--- src/tdlc_pkg.sv ---
// Shared types and codes for the timed dead-man lift controller.
package tdlc_pkg;

    localparam logic [2:0] FUNC_TICK = 3'd0;
    localparam logic [2:0] FUNC_STOP = 3'd1;
    localparam logic [2:0] FUNC_TOGGLE = 3'd2;
    localparam logic [2:0] FUNC_SET = 3'd3;
    localparam logic [2:0] FUNC_RECEIVE = 3'd4;

    localparam logic [1:0] OP_IDLE = 2'd0;
    localparam logic [1:0] OP_OPENING = 2'd1;
    localparam logic [1:0] OP_CLOSING = 2'd2;

    localparam logic [1:0] CMD_UP = 2'd0;
    localparam logic [1:0] CMD_DOWN = 2'd1;
    localparam logic [1:0] CMD_BEACON = 2'd2;

    localparam logic [2:0] CFG_REMOTE_CODE = 3'd0;
    localparam logic [2:0] CFG_FRAME_INTERVAL = 3'd1;
    localparam logic [2:0] CFG_OPEN_DURATION = 3'd2;
    localparam logic [2:0] CFG_CLOSE_DURATION = 3'd3;
    localparam logic [2:0] CFG_OPEN_MARGIN = 3'd4;
    localparam logic [2:0] CFG_CLOSE_MARGIN = 3'd5;

    localparam logic [31:0] IDLE_TIMEOUT_MS = 32'd1000;
    localparam logic [31:0] PUBLISH_PERIOD_MS = 32'd1000;
    localparam int DIV_STEPS = 16;
    localparam int CNT_W = $clog2(DIV_STEPS);

    typedef struct packed {
        logic [31:0] remote_code;
        logic [15:0] frame_interval_ms;
        logic [19:0] open_duration_ms;
        logic [19:0] close_duration_ms;
        logic [19:0] open_margin_ms;
        logic [19:0] close_margin_ms;
    } t_cfg;

    typedef struct packed {
        logic load;
        logic pre;
        logic div_step;
        logic post;
    } t_cmd;

    typedef struct packed {
        logic div_done;
        logic out_free;
    } t_status;

    typedef enum logic [1:0] {
        POST_NONE = 2'd0,
        POST_TICK = 2'd1,
        POST_START = 2'd2,
        POST_RXPUB = 2'd3
    } t_post;

endpackage

--- src/timed_deadman_lift_controller.sv ---
// Top level of the timed dead-man lift controller with its register bank.
// Each request is latched on acceptance, prepared, passed through the travel divider
// when the position has to be advanced by elapsed time, and then registered as a result.
// The travel divider forms two quotient bits of elapsed_ms * 2^32 / duration per cycle.
// A new request is taken once the previous one has been handed to the result register,
// which may still wait for the consumer, and a result held by the consumer delays the
// handoff. Configuration writes are accepted on every cycle and must only be made while
// no request is in flight.
module timed_deadman_lift_controller
    import tdlc_pkg::*;
(
    input  logic        i_clk,
    input  logic        i_rst_n,
    input  logic        i_in_valid,
    output logic        o_in_ready,
    input  logic [2:0]  i_func,
    input  logic [15:0] i_target_pos,
    input  logic        i_frame_ok,
    input  logic [31:0] i_frame_code,
    input  logic [1:0]  i_frame_cmd,
    output logic        o_out_valid,
    input  logic        i_out_ready,
    output logic        o_send_frame,
    output logic        o_send_up,
    output logic [15:0] o_position_out,
    output logic [1:0]  o_operation_out,
    output logic        o_publish,
    output logic        o_frame_accepted,
    input  logic        i_cfg_valid,
    output logic        o_cfg_ready,
    input  logic [2:0]  i_cfg_index,
    input  logic [31:0] i_cfg_data
);

    t_cfg    r_cfg;
    t_cmd    cmd;
    t_status status;

    assign o_cfg_ready = 1'b1;

    always_ff @(posedge i_clk) begin
        if (!i_rst_n) begin
            r_cfg.remote_code <= '0;
            r_cfg.frame_interval_ms <= 16'd150;
            r_cfg.open_duration_ms <= 20'd30000;
            r_cfg.close_duration_ms <= 20'd30000;
            r_cfg.open_margin_ms <= 20'd2000;
            r_cfg.close_margin_ms <= 20'd2000;
        end else if (i_cfg_valid) begin
            case (i_cfg_index)
                CFG_REMOTE_CODE: r_cfg.remote_code <= i_cfg_data;
                CFG_FRAME_INTERVAL: r_cfg.frame_interval_ms <= i_cfg_data[15:0];
                CFG_OPEN_DURATION: r_cfg.open_duration_ms <= i_cfg_data[19:0];
                CFG_CLOSE_DURATION: r_cfg.close_duration_ms <= i_cfg_data[19:0];
                CFG_OPEN_MARGIN: r_cfg.open_margin_ms <= i_cfg_data[19:0];
                CFG_CLOSE_MARGIN: r_cfg.close_margin_ms <= i_cfg_data[19:0];
                default: ;
            endcase
        end
    end

    tdlc_ctrl u_ctrl (
        .i_clk(i_clk),
        .i_rst_n(i_rst_n),
        .i_in_valid(i_in_valid),
        .o_in_ready(o_in_ready),
        .i_status(status),
        .o_cmd(cmd)
    );

    tdlc_datapath u_datapath (
        .i_clk(i_clk),
        .i_rst_n(i_rst_n),
        .i_cfg(r_cfg),
        .i_cmd(cmd),
        .o_status(status),
        .i_func(i_func),
        .i_target_pos(i_target_pos),
        .i_frame_ok(i_frame_ok),
        .i_frame_code(i_frame_code),
        .i_frame_cmd(i_frame_cmd),
        .i_out_ready(i_out_ready),
        .o_out_valid(o_out_valid),
        .o_send_frame(o_send_frame),
        .o_send_up(o_send_up),
        .o_position_out(o_position_out),
        .o_operation_out(o_operation_out),
        .o_publish(o_publish),
        .o_frame_accepted(o_frame_accepted)
    );

`ifndef SYNTH
    a_busy_after_accept: assert property (@(posedge i_clk) disable iff (!i_rst_n)
        (i_in_valid && o_in_ready) |=> !o_in_ready)
        else $error("request accepted while previous one still in progress");

    a_up_needs_send: assert property (@(posedge i_clk) disable iff (!i_rst_n)
        o_out_valid |-> (!o_send_up || o_send_frame))
        else $error("frame direction reported without a frame");

    a_operation_code: assert property (@(posedge i_clk) disable iff (!i_rst_n)
        o_out_valid |-> (o_operation_out == OP_IDLE || o_operation_out == OP_OPENING
                         || o_operation_out == OP_CLOSING))
        else $error("result carries an undefined operation");
`endif

endmodule

--- src/tdlc_ctrl.sv ---
// Sequencing state machine for one request: latch, prepare, divide, finish.
module tdlc_ctrl
    import tdlc_pkg::*;
(
    input  logic    i_clk,
    input  logic    i_rst_n,
    input  logic    i_in_valid,
    output logic    o_in_ready,
    input  t_status i_status,
    output t_cmd    o_cmd
);

    typedef enum logic [3:0] {
        S_IDLE = 4'b0001,
        S_PRE  = 4'b0010,
        S_DIV  = 4'b0100,
        S_POST = 4'b1000
    } t_state;

    t_state r_state, n_state;

    always_comb begin
        n_state = r_state;
        o_cmd = '0;
        o_in_ready = 1'b0;
        case (r_state)
            S_IDLE: begin
                o_in_ready = 1'b1;
                if (i_in_valid) begin
                    o_cmd.load = 1'b1;
                    n_state = S_PRE;
                end
            end
            S_PRE: begin
                o_cmd.pre = 1'b1;
                n_state = S_DIV;
            end
            S_DIV: begin
                o_cmd.div_step = 1'b1;
                if (i_status.div_done) begin
                    n_state = S_POST;
                end
            end
            S_POST: begin
                if (i_status.out_free) begin
                    o_cmd.post = 1'b1;
                    n_state = S_IDLE;
                end
            end
            default: n_state = S_IDLE;
        endcase
    end

    always_ff @(posedge i_clk) begin
        if (!i_rst_n) begin
            r_state <= S_IDLE;
        end else begin
            r_state <= n_state;
        end
    end

endmodule

--- src/tdlc_datapath.sv ---
// Lift state, travel divider and result register.
module tdlc_datapath
    import tdlc_pkg::*;
(
    input  logic        i_clk,
    input  logic        i_rst_n,
    input  t_cfg        i_cfg,
    input  t_cmd        i_cmd,
    output t_status     o_status,
    input  logic [2:0]  i_func,
    input  logic [15:0] i_target_pos,
    input  logic        i_frame_ok,
    input  logic [31:0] i_frame_code,
    input  logic [1:0]  i_frame_cmd,
    input  logic        i_out_ready,
    output logic        o_out_valid,
    output logic        o_send_frame,
    output logic        o_send_up,
    output logic [15:0] o_position_out,
    output logic [1:0]  o_operation_out,
    output logic        o_publish,
    output logic        o_frame_accepted
);

    function automatic logic [31:0] sat_inc(input logic [31:0] v);
        return (v == '1) ? v : v + 32'd1;
    endfunction

    logic [2:0]  r_func;
    logic [15:0] r_tpos;
    logic        r_ok;
    logic [31:0] r_code;
    logic [1:0]  r_fcmd;

    logic [31:0] r_pos, n_pos;
    logic [31:0] r_target, n_target;
    logic [1:0]  r_op, n_op;
    logic [1:0]  r_prev, n_prev;
    logic        r_rd, n_rd;
    logic [31:0] r_stx, n_stx;
    logic [31:0] r_unap, n_unap;
    logic [20:0] r_run, n_run;
    logic        r_armed, n_armed;
    logic [19:0] r_esl, n_esl;
    logic [31:0] r_srx, n_srx;
    logic [31:0] r_spub, n_spub;

    logic        r_send, n_send;
    logic        r_up, n_up;
    logic        r_pub, n_pub;
    logic        r_acc, n_acc;
    logic        r_travel, n_travel;
    t_post       r_post, n_post;
    logic [1:0]  r_dir, n_dir;

    logic [19:0]      r_rem, n_rem;
    logic [31:0]      r_quo, n_quo;
    logic             r_full, n_full;
    logic [CNT_W-1:0] r_cnt, n_cnt;

    logic        r_out_valid;
    logic        r_o_send, r_o_up, r_o_pub, r_o_acc;
    logic [15:0] r_o_pos;
    logic [1:0]  r_o_op;

    logic [19:0] dur;
    logic        out_free;

    assign dur = (r_op == OP_OPENING)
               ? ((i_cfg.open_duration_ms == '0) ? 20'd1 : i_cfg.open_duration_ms)
               : ((i_cfg.close_duration_ms == '0) ? 20'd1 : i_cfg.close_duration_ms);
    assign out_free = !r_out_valid || i_out_ready;
    assign o_status.out_free = out_free;
    assign o_status.div_done = !r_travel || (r_cnt == CNT_W'(DIV_STEPS - 1));

    always_comb begin
        logic [31:0] v_unap;
        logic [31:0] v_pos;
        logic [31:0] v_req;
        logic [1:0]  v_dir;
        logic        v_start;
        logic        v_halt;
        logic        v_reached;
        logic [1:0]  v_rop;
        logic [20:0] t1, t2;
        logic [19:0] r1;
        logic        b1, b2;
        logic [32:0] delta;
        logic [32:0] sum;

        n_pos = r_pos; n_target = r_target; n_op = r_op; n_prev = r_prev;
        n_rd = r_rd; n_stx = r_stx; n_unap = r_unap; n_run = r_run;
        n_armed = r_armed; n_esl = r_esl; n_srx = r_srx; n_spub = r_spub;
        n_send = r_send; n_up = r_up; n_pub = r_pub; n_acc = r_acc;
        n_travel = r_travel; n_post = r_post; n_dir = r_dir;
        n_rem = r_rem; n_quo = r_quo; n_full = r_full; n_cnt = r_cnt;
        v_unap = r_unap; v_pos = r_pos; v_req = {r_tpos, r_tpos};
        v_dir = OP_IDLE; v_start = 1'b0; v_halt = 1'b0; v_reached = 1'b0;
        v_rop = (r_fcmd == CMD_UP) ? OP_OPENING : OP_CLOSING;
        t1 = '0; t2 = '0; r1 = '0; b1 = 1'b0; b2 = 1'b0;
        delta = '0; sum = '0;

        if (i_cmd.load) begin
            n_send = 1'b0; n_up = 1'b0; n_pub = 1'b0; n_acc = 1'b0;
            n_travel = 1'b0; n_post = POST_NONE;
        end

        if (i_cmd.pre) begin
            case (r_func)
                FUNC_TICK: begin
                    n_stx = sat_inc(r_stx);
                    n_srx = sat_inc(r_srx);
                    n_spub = sat_inc(r_spub);
                    if (r_op != OP_IDLE) begin
                        v_unap = sat_inc(r_unap);
                        n_unap = v_unap;
                    end
                    n_run = (r_run == '0) ? r_run : r_run - 21'd1;
                    if (r_armed) begin
                        n_esl = (r_esl == '0) ? r_esl : r_esl - 20'd1;
                    end
                    if (r_rd) begin
                        if (n_srx > IDLE_TIMEOUT_MS) begin
                            n_rd = 1'b0; n_op = OP_IDLE; n_pub = 1'b1;
                        end
                    end else if (r_op != OP_IDLE) begin
                        if (n_stx >= {16'd0, i_cfg.frame_interval_ms}) begin
                            n_send = 1'b1;
                            n_up = (r_op == OP_OPENING);
                            n_stx = '0;
                        end
                        n_travel = 1'b1;
                        n_post = POST_TICK;
                    end
                end
                FUNC_STOP: begin
                    n_op = OP_IDLE; n_armed = 1'b0; n_rd = 1'b0; n_pub = 1'b1;
                end
                FUNC_TOGGLE: begin
                    if (r_op != OP_IDLE) begin
                        n_op = OP_IDLE; n_armed = 1'b0; n_rd = 1'b0; n_pub = 1'b1;
                    end else if (r_pos == '0 || r_prev == OP_CLOSING) begin
                        n_target = '1; v_dir = OP_OPENING; v_start = 1'b1;
                    end else begin
                        n_target = '0; v_dir = OP_CLOSING; v_start = 1'b1;
                    end
                end
                FUNC_SET: begin
                    if (v_req == r_pos) begin
                        if (v_req == '1 || v_req == '0) begin
                            n_target = v_req;
                            v_dir = (v_req == '0) ? OP_CLOSING : OP_OPENING;
                            v_start = 1'b1;
                        end
                    end else begin
                        n_target = v_req;
                        v_dir = (v_req < r_pos) ? OP_CLOSING : OP_OPENING;
                        v_start = 1'b1;
                    end
                end
                FUNC_RECEIVE: begin
                    if (r_ok && r_code == i_cfg.remote_code) begin
                        n_acc = 1'b1;
                        if (r_op == OP_IDLE || r_rd) begin
                            if (r_fcmd == CMD_UP || r_fcmd == CMD_DOWN) begin
                                if (!r_rd || r_op != v_rop) begin
                                    n_rd = 1'b1; n_op = v_rop; n_prev = v_rop;
                                    n_unap = '0; n_pub = 1'b1; n_spub = '0;
                                end else begin
                                    n_travel = 1'b1;
                                    n_post = POST_RXPUB;
                                end
                                n_srx = '0;
                            end else if (r_fcmd == CMD_BEACON) begin
                                if (r_rd) begin
                                    n_rd = 1'b0; n_op = OP_IDLE; n_pub = 1'b1;
                                end
                            end
                        end
                    end
                end
                default: ;
            endcase
            if (v_start && !(v_dir == r_op && !r_rd)) begin
                n_travel = (r_op != OP_IDLE);
                n_post = POST_START;
                n_dir = v_dir;
            end
            n_full = (v_unap >= {12'd0, dur});
            n_rem = n_full ? 20'd0 : v_unap[19:0];
            n_quo = '0;
            n_cnt = '0;
        end

        if (i_cmd.div_step && r_travel) begin
            t1 = {r_rem, 1'b0};
            b1 = (t1 >= {1'b0, dur});
            r1 = b1 ? 20'(t1 - {1'b0, dur}) : t1[19:0];
            t2 = {r1, 1'b0};
            b2 = (t2 >= {1'b0, dur});
            n_rem = b2 ? 20'(t2 - {1'b0, dur}) : t2[19:0];
            n_quo = {r_quo[29:0], b1, b2};
            n_cnt = r_cnt + CNT_W'(1);
        end

        if (i_cmd.post) begin
            if (r_travel) begin
                delta = r_full ? {1'b1, 32'd0} : {1'b0, r_quo};
                if (r_op == OP_OPENING) begin
                    sum = {1'b0, r_pos} + delta;
                    v_pos = sum[32] ? '1 : sum[31:0];
                end else begin
                    v_pos = (delta >= {1'b0, r_pos}) ? 32'd0 : 32'(({1'b0, r_pos}) - delta);
                end
                n_unap = '0;
            end
            case (r_post)
                POST_TICK: begin
                    v_reached = (r_op == OP_OPENING) ? (v_pos >= r_target)
                                                     : (v_pos <= r_target);
                    if (r_armed) begin
                        if (r_esl == '0) begin
                            v_pos = r_target; v_halt = 1'b1;
                        end
                    end else if (v_reached) begin
                        if (r_target == '1 || r_target == '0) begin
                            n_armed = 1'b1;
                            n_esl = (r_op == OP_OPENING) ? i_cfg.open_margin_ms
                                                         : i_cfg.close_margin_ms;
                        end else begin
                            v_halt = 1'b1;
                        end
                    end else if (r_run == '0) begin
                        v_halt = 1'b1;
                    end
                    if (v_halt) begin
                        n_op = OP_IDLE; n_armed = 1'b0; n_rd = 1'b0; n_pub = 1'b1;
                    end else if (r_spub > PUBLISH_PERIOD_MS) begin
                        n_pub = 1'b1; n_spub = '0;
                    end
                end
                POST_START: begin
                    n_rd = 1'b0; n_prev = r_dir; n_op = r_dir; n_unap = '0;
                    n_run = (r_dir == OP_OPENING)
                          ? {1'b0, i_cfg.open_duration_ms} + {1'b0, i_cfg.open_margin_ms}
                          : {1'b0, i_cfg.close_duration_ms} + {1'b0, i_cfg.close_margin_ms};
                    n_armed = 1'b0;
                    n_send = 1'b1; n_up = (r_dir == OP_OPENING);
                    n_stx = '0; n_pub = 1'b1;
                end
                POST_RXPUB: begin
                    if (r_spub > PUBLISH_PERIOD_MS) begin
                        n_pub = 1'b1; n_spub = '0;
                    end
                end
                default: ;
            endcase
            n_pos = v_pos;
        end
    end

    always_ff @(posedge i_clk) begin
        if (i_cmd.load) begin
            r_func <= i_func;
            r_tpos <= i_target_pos;
            r_ok <= i_frame_ok;
            r_code <= i_frame_code;
            r_fcmd <= i_frame_cmd;
        end
        r_rem <= n_rem;
        r_quo <= n_quo;
        r_full <= n_full;
        r_dir <= n_dir;
        if (i_cmd.post) begin
            r_o_send <= n_send;
            r_o_up <= n_send && n_up;
            r_o_pos <= n_pos[31:16];
            r_o_op <= n_op;
            r_o_pub <= n_pub;
            r_o_acc <= n_acc;
        end
    end

    always_ff @(posedge i_clk) begin
        if (!i_rst_n) begin
            r_pos <= '0; r_target <= '0; r_op <= OP_IDLE; r_prev <= OP_IDLE;
            r_rd <= 1'b0; r_stx <= '0; r_unap <= '0; r_run <= '0;
            r_armed <= 1'b0; r_esl <= '0; r_srx <= '0; r_spub <= '0;
            r_send <= 1'b0; r_up <= 1'b0; r_pub <= 1'b0; r_acc <= 1'b0;
            r_travel <= 1'b0; r_post <= POST_NONE; r_cnt <= '0;
            r_out_valid <= 1'b0;
        end else begin
            r_pos <= n_pos; r_target <= n_target; r_op <= n_op; r_prev <= n_prev;
            r_rd <= n_rd; r_stx <= n_stx; r_unap <= n_unap; r_run <= n_run;
            r_armed <= n_armed; r_esl <= n_esl; r_srx <= n_srx; r_spub <= n_spub;
            r_send <= n_send; r_up <= n_up; r_pub <= n_pub; r_acc <= n_acc;
            r_travel <= n_travel; r_post <= n_post; r_cnt <= n_cnt;
            if (i_cmd.post) begin
                r_out_valid <= 1'b1;
            end else if (i_out_ready) begin
                r_out_valid <= 1'b0;
            end
        end
    end

    assign o_out_valid = r_out_valid;
    assign o_send_frame = r_o_send;
    assign o_send_up = r_o_up;
    assign o_position_out = r_o_pos;
    assign o_operation_out = r_o_op;
    assign o_publish = r_o_pub;
    assign o_frame_accepted = r_o_acc;

endmodule

--- config.mk ---
export PLATFORM = sky130hd
export DESIGN_NAME = timed_deadman_lift_controller
export DESIGN_NICKNAME = d
export VERILOG_FILES = /design/src/tdlc_pkg.sv /design/src/timed_deadman_lift_controller.sv /design/src/tdlc_ctrl.sv /design/src/tdlc_datapath.sv
export SDC_FILE = /design/constraint.sdc
export NUM_CORES = 2
export LEC_CHECK = 0
export ABC_CLOCK_PERIOD_IN_PS = 8500
export BUFFER_PORTS_ARGS = -buffer_cell sky130_fd_sc_hd__buf_4
export CAP_MARGIN = 40
export CORE_MARGIN = 1.5
export CORE_UTILIZATION = 64
export CTS_CLUSTER_SIZE = 12
export DETAILED_ROUTE_END_ITERATION = 10
export PLACE_DENSITY = 0.8
export SLEW_MARGIN = 20
export SYNTH_ARGS = -nofsm -noshare
export SYNTH_HDL_FRONTEND = slang
export SYNTH_HIERARCHICAL = 1
export SYNTH_SLANG_ARGS = --single-unit
--- constraint.sdc ---
create_clock -name i_clk -period 8.5 [get_ports i_clk]
set_input_delay 1.275 -clock i_clk [delete_from_list [all_inputs] [get_ports i_clk]]
set_output_delay 1.275 -clock i_clk [all_outputs]
set_load 0.02 [all_outputs]
After elaboration in Yosys (flattened, before gate mapping)

Cells that the tools add are included.

$add $sub $neg: 13
Magnitude comparators: 10
Equality and inequality tests: 40
Mux-type cells: 215
Reduce and logical (&&, ||, !) cells: 43

Operator list:

| cell                  | number |
|---|---|
| $mux 32               | 48 |
| $mux 20               | 18 |
| $pmux 32 s2           | 5 |
| $eq 32x32->1 const B  | 6 |
| $add 32x1->32 const B | 4 |
| $mux 21               | 6 |
| $logic_not 32->1      | 3 |
| $mux 1                | 82 |
| $mux 2                | 37 |
| $eq 32x32->1          | 2 |
| $gt 32x10->1 const B  | 2 |
| $logic_not 20->1      | 3 |
| $add 20x20->21        | 2 |
| $ge 21x20->1          | 2 |
| $sub 20x20->20        | 2 |
| $add 32x33->33        | 1 |
| $ge 33x32->1          | 1 |
| $mux 33               | 1 |
| $ge 32x16->1          | 1 |
| $ge 32x20->1          | 1 |
| $ge 32x32->1          | 1 |
| $le 32x32->1          | 1 |
| $lt 32x32->1          | 1 |
| $sub 32x32->32        | 1 |
| other kinds (35)      | 90 |

Register bits after elaboration: 514
Input bits: 94
Output and inout bits: 25
Word-level logic and storage cells: 364

Longest topological paths before layout

Depth in word-level cells: 15
Gate-level depth with buffers: 33
Depth with buffers taken out: 27

By module

The synthesis kept the hierarchy.

Modules (own cells, without submodules):

| module                        | instances | cells an instance | area each (µm²) |
|---|---|---|---|
| tdlc_datapath                 | 1         | 3945              | 31006.0 |
| timed_deadman_lift_controller | 1         | 471               | 4872.2 |
| tdlc_ctrl                     | 1         | 25                | 230.2 |

Worst setup path before layout

Ideal clock, no wire load.

Path kind: register to register
From: reg u_datapath.r_op[1]
To: reg u_datapath.r_rem[11] (data pin)
Library setup time: 0.259 ns
Arrival time: 6.849 ns
Path slack: 1.393 ns
Stages on the path, launching flop included: 31
Path buffers: 9
Path through: dfxtp_1 -> clkbuf_1 -> nand2b_1 -> clkbuf_1 -> buf_1 -> clkbuf_1 -> buf_1 -> mux2i_1 -> ha_1 -> clkbuf_1 -> a21o_1 -> a21oi_1 -> o22ai_1 -> o41ai_1 -> and3_1 -> a21boi_1 -> clkbuf_1 -> mux2_2 -> ha_1 -> a21o_1 -> a21o_1 -> a21oi_1 -> o21ai_0 -> o211ai_1 -> a31oi_1 -> o21ai_0 -> o211ai_1 -> buf_1 -> clkbuf_1 -> nor2_1 -> a211o_1

Longest elaborated chain between the ends: 8
Elaborated cells between the ends (all ways): 16
Classes of those cells: add/sub (2); order compare (3); eq/ne (1); mux (9); reduce/logical (1)

Ends and longest elaborated chain:

| item                                                   | RTL line             | source |
|---|---|---|
| from (decl)                                            | tdlc_datapath.sv:37  | `logic [1:0] r_op, n_op;` |
| from (signal assigned)                                 | tdlc_datapath.sv:293 | `r_pos <= n_pos; r_target <= n_target; r_op <= n_op; r_prev <= n_prev;` |
| branches (longest 7 deep; another with $sub 20x20->20) | n/a                  |  |
| $mux 20 *                                              | tdlc_datapath.sv:195 | `if (i_cmd.div_step && r_travel) begin` |
| via u_datapath.n_rem[11]                               | tdlc_datapath.sv:56  | `logic [19:0] r_rem, n_rem;` |
| to (signal assigned)                                   | tdlc_datapath.sv:270 | `r_rem <= n_rem;` |
| to (decl)                                              | tdlc_datapath.sv:56  |  |

Mark *: on every way through the listed nets, which the timed path passes. The select of a mux whose other input is x is not followed.
A chain may end at the register's enable or synchronous reset.

Worst setup path after layout

From: reg u_datapath.r_full
To: reg u_datapath.r_spub[15]

Longest elaborated chain between the ends: 15
Elaborated cells between the ends (all ways): 19
Classes of those cells: add/sub (2); order compare (3); mux (14)

Ends and longest elaborated chain:

| item                                         | RTL line                                   | source |
|---|---|---|
| from (decl)                                  | tdlc_datapath.sv:58                        | `logic r_full, n_full;` |
| from (signal assigned)                       | tdlc_datapath.sv:272                       | `r_full <= n_full;` |
| $mux 33 *                                    | tdlc_datapath.sv:208                       | `delta = r_full ? {1'b1, 32'd0} : {1'b0, r_quo};` |
| $add 32x33->33 (tied with other cells)       | tdlc_datapath.sv:210                       | `sum = {1'b0, r_pos} + delta;` |
| $mux 32 (on tied branches)                   | tdlc_datapath.sv:211, tdlc_datapath.sv:213 |  |
| $mux 32 *                                    | tdlc_datapath.sv:209                       | `if (r_op == OP_OPENING) begin` |
| $mux 32 *                                    | tdlc_datapath.sv:207                       | `if (r_travel) begin` |
| $mux 32 *                                    | tdlc_datapath.sv:206                       | `if (i_cmd.post) begin` |
| $le 32x32->1 or $ge 32x32->1 (tied branches) | tdlc_datapath.sv:220, tdlc_datapath.sv:219 |  |
| $mux 1 *                                     | tdlc_datapath.sv:219                       | `v_reached = (r_op == OP_OPENING) ? (v_pos >= r_target)` |
| $mux 1 *                                     | tdlc_datapath.sv:225                       | `end else if (v_reached) begin` |
| $mux 1 *                                     | tdlc_datapath.sv:221                       | `if (r_armed) begin` |
| $mux 1 *                                     | tdlc_datapath.sv:217                       | `case (r_post)` |
| $mux 1 *                                     | tdlc_datapath.sv:206                       |  |
| $mux 32 *                                    | tdlc_datapath.sv:236                       | `if (v_halt) begin` |
| $pmux 32 s2 *                                | tdlc_datapath.sv:217                       |  |
| $mux 32 *                                    | tdlc_datapath.sv:206                       |  |
| to (signal assigned)                         | tdlc_datapath.sv:295                       | `r_armed <= n_armed; r_esl <= n_esl; r_srx <= n_srx; r_spub <= n_spub;` |
| to (decl)                                    | tdlc_datapath.sv:46                        | `logic [31:0] r_spub, n_spub;` |

Every way passes the cells marked *; elsewhere a longest branch is shown, timed or not. The select of a mux whose other input is x is not followed.

==> run summary <==
Detailed placement HPWL -> 81.6 mm
Post-DRT Antenna Nets -> 0
Post-synth EDFFs -> 131
H-tree levels -> 2
Area contributors post-synth -> dfxtp_1 (20%), edfxtp_1 (11%), ha_1 (10%), nand2_1 (5.3%), mux2i_1 (4.7%)
Site Rows -> 86
Comb pwr share -> 10.0%
Initial antenna violation count -> 2
RSZ-0062 raised after global routing -> false
Max-slew violations -> 0
Leakage -> 16.1 nW
Pin count of the biggest net entering global routing -> 102
#FFs+latches synth -> 498
Max Freq -> 129 MHz
Final Wtd Congestion -> 1.05
Actual slew at the worst max-slew pin -> 0.879 ns
CTS hold repair buffers -> 0
Syn Inst Count -> 4441
First-pass GRT wire length -> 174 mm
Vias in the first global route -> 31600
1st-pass router iterations -> 9
Die area -> 57900 µm²
Largest area contributor in the netlist -> dfxtp_1
Multi-input logic area -> 23200 µm²
WP data arrival -> 8.31 ns
Via density -> 6.59
Final Setup Violations -> 0
Register area share after synthesis -> 31.2%
Via Count -> 34400
Worst Setup End Kind -> register
Met3 Resource Use GR -> 5.67%
Hold Path Class -> reg2reg
Share of the synthesized area in the top cell type -> 20.3%
Core area -> 55400 µm²
Status -> finished clean
Clock-pin slew on the worst setup and hold paths -> 0.06 ns
Max Buffers Root-to-Sink -> 3
Synth cell types -> 100
Busiest layer in global routing -> met2
Max-Cap Viols -> 0
WL/cell -> 21.5 µm
Final Hold Fails -> 0
Syn Area/Cell -> 8.13 µm²
Clock share of power -> 45.1%
Reg power frac -> 44.8%
Reg2Reg Depth -> 25
Int Pwr -> 4.19 mW
Sw frac -> 25.8%
Net switching power figure -> 1.46 mW
Req. time, crit path -> 9.04 ns
DP Area -> 37400 µm²
CTS tree -> built
Final Instance Area -> 39400 µm²
Grt total ovfl -> 0
Worst-skew pair later-pin latency -> 0.67 ns
M1 GR Usage -> 48.8%
IO Port Bufs -> 117
Cell Area, Synth -> 36100 µm²
DRC -> 0
Worst Hold Depth -> 2
Initial Util -> 65.2%
Die width -> 241 µm
CTS Sinks -> 498
Final net count -> 4810
Critical path class -> reg2reg
Max VDD drop -> 176 µV
Area Growth Syn to Fin -> 9.12%
Slowest cell on the critical path -> a311oi_1
Synth Flop Type -> dfxtp_1
Final Skew -> 0.0550 ns
Worst Setup Start Kind -> register
Share of layout cells above drive strength 1 -> 7.32%
CP max stage delay -> 0.64 ns
TritonCTS Buffers -> 55
Root Buffer -> clkbuf_16
Pwr per Cell Area -> 143 nW/µm²
PostCTS Resize Cnt -> 0
Seq. cell area -> 11300 µm²
Overall routing resource usage -> 38.0%
Tmin final -> 7.77 ns
WL final -> 112 mm
Syn nets -> 4829
Sum of negative setup slack -> 0 ns
Largest fanout on the critical path -> 32
Slew HR -> 41.0%
Asr flop ratio synth -> 0%
Postcts setup bufs -> 0
Yosys warns -> 6
Period utilisation layout -> 91.5%
IO Pins -> 119
Met2 usage -> 61.2%
Chip height -> 241 µm
Iteration-0 DRC Markers -> 3722
Filler cells -> 4450
cells by family (layout without fill, tap and decap cells):
family | Yosys count | in the layout | synth area share [%]
compound gates | 1148 | 1148 | 20.9
xor+xnor | 198 | 198 | 4.80
fa+ha+maj | 294 | 294 | 10.3
buf+inv | 444 | 471 | 4.79
flops | 498 | 498 | 31.2
mux | 177 | 177 | 4.94
other cells | 1 | 2 | 0.0104
simple gates | 1681 | 1681 | 23.0
flip-flops by register name, summed over array words and instances, names as in the netlist, 21 cells and up:
name and flops:
u_datapath/r_spub 32, u_datapath/r_run 21, u_datapath/r_unap 32, u_datapath/r_quo 32, u_datapath/r_stx 32, u_datapath/r_code 32, u_datapath/r_srx 32, u_datapath/r_pos 32
r_cfg 128
Yosys cell counts, drive strengths merged, types with 130 or more instances:
library cell,count
nand2,510
dfxtp,367
nor2,347
a21oi,312
ha,289
o21ai,246
clkbuf,216
inv,190
mux2i,168
edfxtp,131
nand3,131
xnor2,131
nor3,130
metal layers:
layer  share of wire [%]  wire, µm  up-vias
li1                    -         -    16200
met1                  40     45400    16100
met2                  45     50800     1691
met3                 8.3      9360      384
met4                 5.9      6670        2
met5               0.014        16        -
power by group through the flow:
stage / sequential, mW / combinational, mW / clock, mW
floorplan: 2.56 / 0.388 / 0
global placement: 2.58 / 0.534 / 0
detailed placement: 2.58 / 0.543 / 0
CTS: 2.53 / 0.547 / 2.58
global route: 2.53 / 0.614 / 2.67
finish: 2.53 / 0.566 / 2.55
worst paths after layout:
kind	start	endpoint	slack, ns
setup / recovery	u_datapath/r_full$_DFFE_PP_	u_datapath/r_spub[15]$_SDFF_PN0_	0.73
hold reg to reg	r_cfg[94]$_SDFFE_PN0P_	r_cfg[94]$_SDFFE_PN0P_	0.46
hold / removal	r_cfg[94]$_SDFFE_PN0P_	r_cfg[94]$_SDFFE_PN0P_	0.46
setup reg to reg	u_datapath/r_full$_DFFE_PP_	u_datapath/r_spub[15]$_SDFF_PN0_	0.73
placed cells by master (no fill, tap or decap), types with 45 or more instances in the layout:
master,n
a211oi_1,57
a21o_1,66
a21oi_1,310
a31oi_1,63
and2_1,45
and3_1,89
buf_4,162
clkbuf_16,57
dfxtp_1,366
edfxtp_1,131
ha_1,289
inv_1,187
mux2i_1,168
nand2_1,510
nand3_1,130
nand4_1,79
nor2_1,344
nor2b_1,83
nor3_1,127
nor4_1,72
o21ai_0,222
xnor2_1,131
xor2_1,67
cell type report:
type	instances	share of cell area (%)
clock buffer	85	4.06
antenna	1	0.00635
tap	748	2.38
multi-input combinational	3499	58.8
timing repair buffer	175	3.50
clock inverter	18	0.816
inverter	193	1.84
sequential	498	28.6
worst max-delay path: cells and delay by family (launching register included):
kind / cells / cell delay (ns)
AO/OA/AOI/OAI: 10 / 3.14
adder cells (fa/ha/maj): 2 / 0.61
buffers and inverters: 3 / 0.84
flip-flops: 1 / 0.38
AND/OR/NAND/NOR: 10 / 2.71
metrics by stage:
step	setup WS, ns	cells	utilization (%)	total power [mW]	hold WS, ns
2_1_floorplan	1.39	4441	-	2.95	0.438
3_3_place_gp	1.04	5101	67.3	3.12	0.449
3_5_place_dp	0.891	5108	67.5	3.12	0.456
4_1_cts	0.882	5211	70.9	5.66	0.465
5_1_grt	0.116	5216	71.1	5.82	0.489
6_report	0.725	5217	71.1	5.65	0.460
Power figures use the tool's default switching activity.
